File: config.mk
export PLATFORM = sky130hd
export DESIGN_NAME = tsos_ram
export DESIGN_NICKNAME = d
export VERILOG_FILES = /design/src/sv/tsos_ram.sv
export SDC_FILE = /design/constraint.sdc
export NUM_CORES = 1
export LEC_CHECK = 0
export BUFFER_PORTS_ARGS = -buffer_cell sky130_fd_sc_hd__buf_4
export CORE_ASPECT_RATIO = 2
export CORE_UTILIZATION = 35
export DETAILED_ROUTE_END_ITERATION = 8
export PLACE_DENSITY = 0.61
export SLEW_MARGIN = 25
export SYNTH_ARGS = -nofsm -noshare
export SYNTH_HDL_FRONTEND = slang
export SYNTH_SLANG_ARGS = --single-unit
File: constraint.sdc
create_clock -name clk_i -period 1.8 [get_ports clk_i]
set_input_delay 0.36 -clock clk_i [delete_from_list [all_inputs] [get_ports clk_i]]
set_output_delay 0.36 -clock clk_i [all_outputs]
set_load 0.05 [all_outputs]
File: src/sv/tsos_ram.sv
// Generic single-write, single-read RAM with a registered read port.
// Depends on nothing.
module tsos_ram #(
  parameter int WIDTH = 8,
  parameter int DEPTH = 16,
  parameter int AW    = (DEPTH > 1) ? $clog2(DEPTH) : 1
) (
  input  logic             clk_i,
  input  logic             we_i,
  input  logic [AW-1:0]    waddr_i,
  input  logic [WIDTH-1:0] wdata_i,
  input  logic [AW-1:0]    raddr_i,
  output logic [WIDTH-1:0] rdata_o
);

  logic [WIDTH-1:0] mem_q [DEPTH];
  logic [WIDTH-1:0] rdata_q;

  always_ff @(posedge clk_i) begin
    if (we_i) begin
      mem_q[waddr_i] <= wdata_i;
    end
    rdata_q <= mem_q[raddr_i];
  end

  assign rdata_o = rdata_q;

endmodule

==> results list <==
- The first routing iteration left 137 violations.
- Kind of path behind the tightest hold check: primary input to flip-flop
- From left edge to right edge, the die measures 87.8 um.
- Entering global routing, the biggest net connects 19 pins.
* CP Capture Type: output port
* Static leakage: 0.00221 uW
- The root buffer cell chosen for the clock tree is clkbuf_16.
* Final period util: 76.8%
- Detailed placement ended at an HPWL of 7090 um.
* Setup repair after global routing missed its margin: no
* Commonest non-fill, non-tap cells in the layout: 128 x edfxtp_1, 48 x buf_4, 25 x clkbuf_16
- CTS tree: done
- Diode count: 0
* Number of distinct library cells after synthesis: 19
* Critical Path AT: 1.02 ns
* Global routing met2 resource utilization: 27.3%
- Drc violations: 0
- Buffers placed on the I/O ports in this run total 25.
- The initial antenna violation count was 0.
- First-pass GRT wire length: 15900 um
* Buffers plus inverters on the worst setup path: 1
- Placed cell areas: 0.00573 mm^2
- The number of clock buffers added by TritonCTS is 25.
- The slowest stage of the critical path belongs to the cell dfxtp_1.
- Crit path max fanout: 1
- Syn_nets: 247
- The core region is 0.0144 mm^2.
* Number of standard cells after synthesis: 229
* Clock-pin transition on the worst setup and hold timing paths: 0.05 ns
- Sum of internal, switching and leakage power: 7960 uW
- In the final layout, the share of cells above drive strength 1 is 32.8%.
* Met3 Track Usage GR: 3.19%
- During synthesis, Yosys emitted a total of 0 warnings.
* Total via count in the routed design: 2451
* Prevailing post-synth register cell: edfxtp_1
- Most common cell after layout, fill and taps aside: edfxtp_1
- The clock tree synthesis step divided the H-tree into 4 levels.
- Counting flops and latches in the post-synthesis netlist gives 136.
- The first detailed-routing pass ran for 4 iterations.
- Area of the mapped netlist: 0.00515 mm^2
- The final number of max-transition violations is 0.
- Part of the Yosys area used for sequential elements: 77.8%
- The routed design has 10300 um of wire.
- Hold slack: 0.202 ns
* Boundary pin count: 26
- Setup Total Neg Slack: 0 ns
- The count of final hold-check violations is 0.
- The synthesized design contains 128 enable-type register cells.
- Fraction of registers with async set or reset after synthesis: 0%
- Critical path startpoint category: flip-flop
- Of the post-synthesis cell area, the dominant cell type holds 74.7%.
* Die H: 174 um
* Delay of the slowest critical-path stage: 0.35 ns
- Initial core utilization: 35.9%
- After detailed routing, the number of vias per cell comes to 4.96.
- Main area contributors after synthesis: edfxtp_1 75%, mux4_2 7.9%, mux4_1 7.1%
* Final period demand of the worst path: 1.38 ns
- After clock tree synthesis, the flow added hold-fix buffers numbering 0.
- Max-cap violations in this run came to 0.
- Crit path max-delay family: flip-flops
- Setup violations remaining at the end of the flow were counted as 0.
* Outcome: finished clean
* Routed length per instance: 20.8 um
- The biggest area contributor in the post-synthesis netlist is edfxtp_1.
* Total congestion overflow: 0
- Via count of the first global-routing pass: 2731
- Chain of cells forming the critical path: buf_4
* Setup Fix Bufs, Post-CTS: 0
- In this run the mean area of a mapped cell was 22.5 um^2.
- Highest attainable clock frequency: 724 MHz
- Post-route ant nets: 0
* Final weighted congestion in routability-driven placement: 0.751
- Net count of the finished layout: 315
- For the pin with the worst max-slew slack, the measured transition is 0.400 ns.
- Overall global routing resource usage: 15.0%
- For met1 alone, demand over resource in global routing was 15.3%.
- TritonCTS Sinks: 136
- In this run the power density over the cells is 1240 mW/mm^2.
* Clock tree buffer depth: 3
- Req. time, crit path: 1.44 ns
- Summing all non-filler instances in the final layout gives an area of 0.00642 mm^2.
- The floorplan step defined a die boundary enclosing 0.0152 mm^2.
- The layer flagged by global routing as most heavily used is met2.
- Compared with the post-synthesis result, the final layout area differs by 24.8%.
* Clock latency on the worst-skew pair: 0.46 ns
- Row count: 62
- Number of gates resized after CTS: 0
* Maximum clock skew at final layout: 0.0153 ns
- The worst pin sits at a relative slew slack of 73.3%.
- VDD IR-drop max: 0.000460 V
* Path type of the worst setup path: flip-flop to output port
==> logic make-up after synthesis <==
| kind of cell | Yosys count | synth area share (%) |
|---|---|---|
| and+or+nand+nor | 35 | 3.18 |
| muxes | 32 | 15.0 |
| DFF | 136 | 77.8 |
| AOI/OAI and AO/OA | 16 | 2.33 |
| buffers and inverters | 10 | 1.68 |
==> routing by layer <==
layer	part of all wire (%)	vias up
met2	59	64
met4	2.9	0
met3	3.7	24
met1	35	1264
li1	-	1099
met5	0	-
==> through the flow <==
step	cells	worst slack, ns	util, %
after detailed placement	462	0.0446	39.9
after global placement	462	0.0778	39.9
final	494	0.418	44.8
after floorplan	229	0.174	-
after CTS	494	0.388	44.8
after global routing	494	0.389	44.8
==> cells in the mapped netlist, drive strengths merged (2+ instances only) <==
cell and instances:
clkdlybuf4s25 3, nand2 9, nand3b 2, buf 7, nor3 4, a22oi 16
edfxtp 128, nor2 13, nand2b 2, dfxtp 8, mux4 32
==> registers in the layout, indices dropped and copies added (netlist names) <==
register  cells
rdata_o       8
mem_q       128
==> power by group <==
group / total, uW / switching (uW) / internal, uW
Clock: 3960 / 1270 / 2690
Combinational: 432 / 255 / 177
Sequential: 3570 / 23.0 / 3550
Total: 7960 / 1550 / 6410
==> area by class of cell <==
cell class / count / area (um^2)
clock inverter: 2 / 33.8
timing repair buffer: 51 / 420
fill: 1202 / 7930
tap: 192 / 240
sequential: 136 / 4000
multi-input combinational: 83 / 1060
clock buffer: 30 / 664
==> worst paths after layout <==
path	endpoint	slack (ns)	start	cells past startpoint
hold / removal	mem_q[9][7]$_DFFE_PP_	0.20	wdata_i[7]	1
hold reg to reg	rdata_o[3]$_DFF_P_	0.67	mem_q[4][3]$_DFFE_PP_	3
setup reg to reg	rdata_o[1]$_DFF_P_	0.49	mem_q[10][1]$_DFFE_PP_	3
setup / recovery	rdata_o[5]	0.42	rdata_o[5]$_DFF_P_	1
Power figures use the tool's default switching activity.
