<file path="config.mk">
export PLATFORM = sky130hd
export DESIGN_NAME = tsos_edge_unit
export DESIGN_NICKNAME = d
export VERILOG_FILES = /design/src/sv/tsos_pkg.sv /design/src/sv/tsos_edge_unit.sv
export SDC_FILE = /design/constraint.sdc
export NUM_CORES = 1
export LEC_CHECK = 0
export BUFFER_PORTS_ARGS = -buffer_cell sky130_fd_sc_hd__buf_2
export CAP_MARGIN = 20
export CELL_PAD_IN_SITES_DETAIL_PLACEMENT = 0
export CELL_PAD_IN_SITES_GLOBAL_PLACEMENT = 1
export CORE_AREA = 2 2 44 56
export DETAILED_ROUTE_END_ITERATION = 6
export DIE_AREA = 0 0 46 58
export PLACE_DENSITY = 0.95
export SLEW_MARGIN = 20
export SYNTH_ARGS = -nofsm -noshare
export SYNTH_HDL_FRONTEND = slang
export SYNTH_SLANG_ARGS = --single-unit
</file>
<file path="constraint.sdc">
create_clock -name vclk -period 3.5
set_input_delay 0.525 -clock vclk [all_inputs]
set_output_delay 0.525 -clock vclk [all_outputs]
set_load 0.03 [all_outputs]
</file>
<file path="src/sv/tsos_pkg.sv">
// Package of the two-satisfiability opinion solver.
// Holds the sequencer state type, the fixed field widths and the parameter defaults.
// No dependencies.
package tsos_pkg;

  localparam int FIELD_W         = 7;
  localparam int CODE_W          = FIELD_W + 1;
  localparam int CLAUSE_W        = 2 * CODE_W;
  localparam int S_DATA_W        = 32;
  localparam int M_DATA_W        = 8;
  localparam int MAX_VARS_DEF    = 64;
  localparam int MAX_CLAUSES_DEF = 256;

  typedef enum logic [3:0] {
    ST_IDLE,
    ST_LOAD2,
    ST_P1_NEXT,
    ST_SCAN,
    ST_EVAL,
    ST_POP,
    ST_POP_WAIT,
    ST_P2_NEXT,
    ST_P2_WAIT,
    ST_CHK,
    ST_CHK_A,
    ST_CHK_B,
    ST_DONE
  } state_e;

endpackage

</file>
<file path="src/sv/tsos_edge_unit.sv">
// Edge decoder: turns one stored clause and an edge selector into an implication edge.
// Depends on tsos_pkg.
module tsos_edge_unit import tsos_pkg::*; #(
  parameter int MAX_VARS = MAX_VARS_DEF,
  parameter int VW       = $clog2(2 * MAX_VARS),
  parameter int NW       = $clog2(MAX_VARS + 1),
  parameter int KW       = (NW > FIELD_W) ? NW : FIELD_W
) (
  input  logic [CLAUSE_W-1:0] clause_i,
  input  logic                odd_i,
  input  logic                rev_i,
  input  logic [KW-1:0]       n_eff_i,
  output logic                ok_o,
  output logic [VW-1:0]       from_o,
  output logic [VW-1:0]       to_o
);

  localparam int LW = (VW > CODE_W) ? VW : CODE_W;

  logic [FIELD_W-1:0] a_var, b_var;
  logic [LW-1:0]      a_full, b_full;
  logic [VW-1:0]      va, vb, f, t;
  logic               a_ok, b_ok;

  always_comb begin
    a_var  = clause_i[CODE_W-1:1];
    b_var  = clause_i[CLAUSE_W-1:CODE_W+1];
    a_ok   = (a_var != '0) && (KW'(a_var) <= n_eff_i);
    b_ok   = (b_var != '0) && (KW'(b_var) <= n_eff_i);
    a_full = LW'({a_var - FIELD_W'(1), clause_i[0]});
    b_full = LW'({b_var - FIELD_W'(1), clause_i[CODE_W]});
    va     = a_full[VW-1:0];
    vb     = b_full[VW-1:0];
    // Clause (a or b) gives not a -> b and not b -> a.
    if (!odd_i) begin
      f = va ^ VW'(1);
      t = vb;
    end else begin
      f = vb ^ VW'(1);
      t = va;
    end
    ok_o   = a_ok && b_ok;
    from_o = rev_i ? t : f;
    to_o   = rev_i ? f : t;
  end

endmodule
</file>
==> impl_metrics.json <==
{
  "numSequentialCells": 0,
  "core.rowCount": 19,
  "cp.arrival_ps": 2090,
  "drtPass1Iterations": 4,
  "maxSlewViolCount": 0,
  "max_freq_mhz": 382,
  "final_core_util_pct": 44.2,
  "maxSlewHeadroom_pct": 48.3,
  "p_int_w": 0.0000682,
  "power.leakage_nw": 0.530,
  "fin_area_um2": 946,
  "final-seq-area_um2": 0,
  "syn_to_final_growth_pct": 30.8,
  "p_sw_w": 0.000115,
  "grt_max_degree": 13,
  "stdcell_count": 155,
  "multiInputGateArea_um2": 671,
  "rsz0062_at_grt": "no",
  "cp-start-kind": "primary input",
  "ant_nets": 0,
  "seq_power_share_pct": 0,
  "vias_per_cell": 5.22,
  "synth_cells": 94,
  "yosysTopAreaCellShare_pct": 31.1,
  "max_cap_violations": 0,
  "combPwrFrac_pct": 100.0,
  "hold_viol": 0,
  "final_layout_size_suffix_gt1_share_pct": 35.1,
  "synth.distinct_cells": 25,
  "core-area_mm2": 0.00214,
  "cp_max_fo": 5,
  "status": "completed",
  "path_delay_family": "compound AO/OA/AOI/OAI gates",
  "crit_path_end_kind": "output pin",
  "synthTopCellsByArea": "ha_1 (31%), mux2i_1 (15%), inv_1 (5.7%), xnor2_1 (4.8%), xor2_1 (4.8%)",
  "grt_usage_pct": 14.6,
  "wl_um": 1900,
  "first_iter_violations": 10,
  "dpl.hpwl_um": 1710,
  "critPathKind": "primary input to output pin",
  "grt_pass1_wl_um": 3160,
  "cts_hold_buf": 0,
  "gp_congestion": 0.815,
  "cp_common_cell": "buf_2",
  "fill_cells": 235,
  "hold_path.class": "primary input to output pin",
  "initial_core_util_pct": 33.8,
  "synth_area_leader_cell": "ha_1",
  "cp-startpoint": "clause_i[3]",
  "crit_chain": "buf_2 > ha_1 > and3b_1 > a211oi_1 > o22ai_1 > o22a_1 > a211oi_2 > buf_2",
  "switching_share_pct": 62.7,
  "vias": 809,
  "dp_cells": 155,
  "min_from": "clause_i[1]",
  "die_h_um": 58,
  "syn-num-nets": 137,
  "vdd_drop_max_mv": 0.0820,
  "p_clk_share_pct": 0,
  "portBuffers": 40,
  "n_antenna_cell": 0,
  "postCtsResizedCells": 0,
  "grt_pass1_vias": 801,
  "ys_warn_count": 0,
  "cp.required_ps": 2970,
  "die_area_mm2": 0.00267,
  "crit_buf_inv": 2,
  "fin_crit_ps": 2620,
  "final.setup.tns_ps": 0,
  "max_stage_delay_ps": 330,
  "period_share_pct": 74.7,
  "powerDensity_mw_per_mm2": 193,
  "ios": 40,
  "synth.avg_cell_area_um2": 7.69,
  "grt_antenna_before_repair": 0,
  "post_cts_buffers": 0,
  "tightest_slew_ps": 775,
  "cp_slowest_cell": "ha_1",
  "synth-seq-area-share_pct": 0,
  "grt_overflow": 0,
  "placed_area_um2": 946,
  "fin_nets": 179,
  "detail_route.wl_per_cell_um": 12.2,
  "clock_buffers": 0,
  "syn_area_um2": 723,
  "setup_viol": 0,
  "die_w_um": 46,
  "drc": 0
}
## logic make-up after synthesis
kind of cell	share of synthesized area, %
mux	15.2
buf+inv	7.27
fa+ha+maj	31.1
xor+xnor	11.9
simple gates	19.2
compound gates	15.2
## power groups by stage
stage	Combinational (W)	Clock (W)	Sequential [W]
after detailed placement	0.000183	0	0
after floorplan	0.000126	0	0
final	0.000183	0	0
after CTS	0.000183	0	0
after global routing	0.000200	0	0
after global placement	0.000178	0	0
## path summary, 6_finish.rpt
path                   to  slack, ps  depth (start not counted)
hold / removal    to_o[1]       1370                          3
setup / recovery     ok_o        880                          8
## metal layers
layer / vias to the layer above / wire (um) / GRT usage, %
met2: 17 / 1080 / 29.0
met1: 376 / 747 / 17.0
met4: 0 / 0 / 1.22
li1: 416 / - / -
met3: 0 / 63 / 0.312
met5: - / 0 / 0
## final cells by class
cell class / count / share of cell area, %
Tap cell: 21 / 2.78
Multi-Input combinational cell: 82 / 70.9
Timing Repair Buffer: 41 / 22.0
Inverter: 11 / 4.37
## Yosys cell counts (all sizes together)
| library cell | n |
|---|---|
| mux2i | 11 |
| buf | 1 |
| xor2 | 5 |
| ha | 18 |
| nand3b | 1 |
| and3b | 1 |
| inv | 11 |
| nor3 | 4 |
| nand3 | 6 |
| nand2 | 6 |
| o21ai | 5 |
| a21o | 1 |
| o21a | 1 |
| a21oi | 4 |
| nand4 | 2 |
| o22ai | 1 |
| nor2b | 1 |
| o22a | 1 |
| a211oi | 3 |
| xnor2 | 4 |
| nor2 | 7 |
## layout by cell type (no fill, tap or decap), types with 4 or more instances in the layout
| master | instances |
|---|---|
| buf_2 | 40 |
| ha_1 | 18 |
| inv_1 | 11 |
| mux2i_1 | 11 |
| nand2_1 | 6 |
| nand3_1 | 6 |
| nor2_1 | 5 |
| o21ai_0 | 5 |
| xor2_1 | 4 |
| nor3_1 | 4 |
| xnor2_1 | 4 |
## through the flow
stage	hold WS, ps	setup slack, ps	total power (W)
4_1_cts	1370	890	0.000183
3_5_place_dp	1370	894	0.000183
3_3_place_gp	1370	922	0.000178
6_report	1370	885	0.000183
2_1_floorplan	1150	1000	0.000126
5_1_grt	1390	768	0.000200
(Power assumes the default switching activity.)
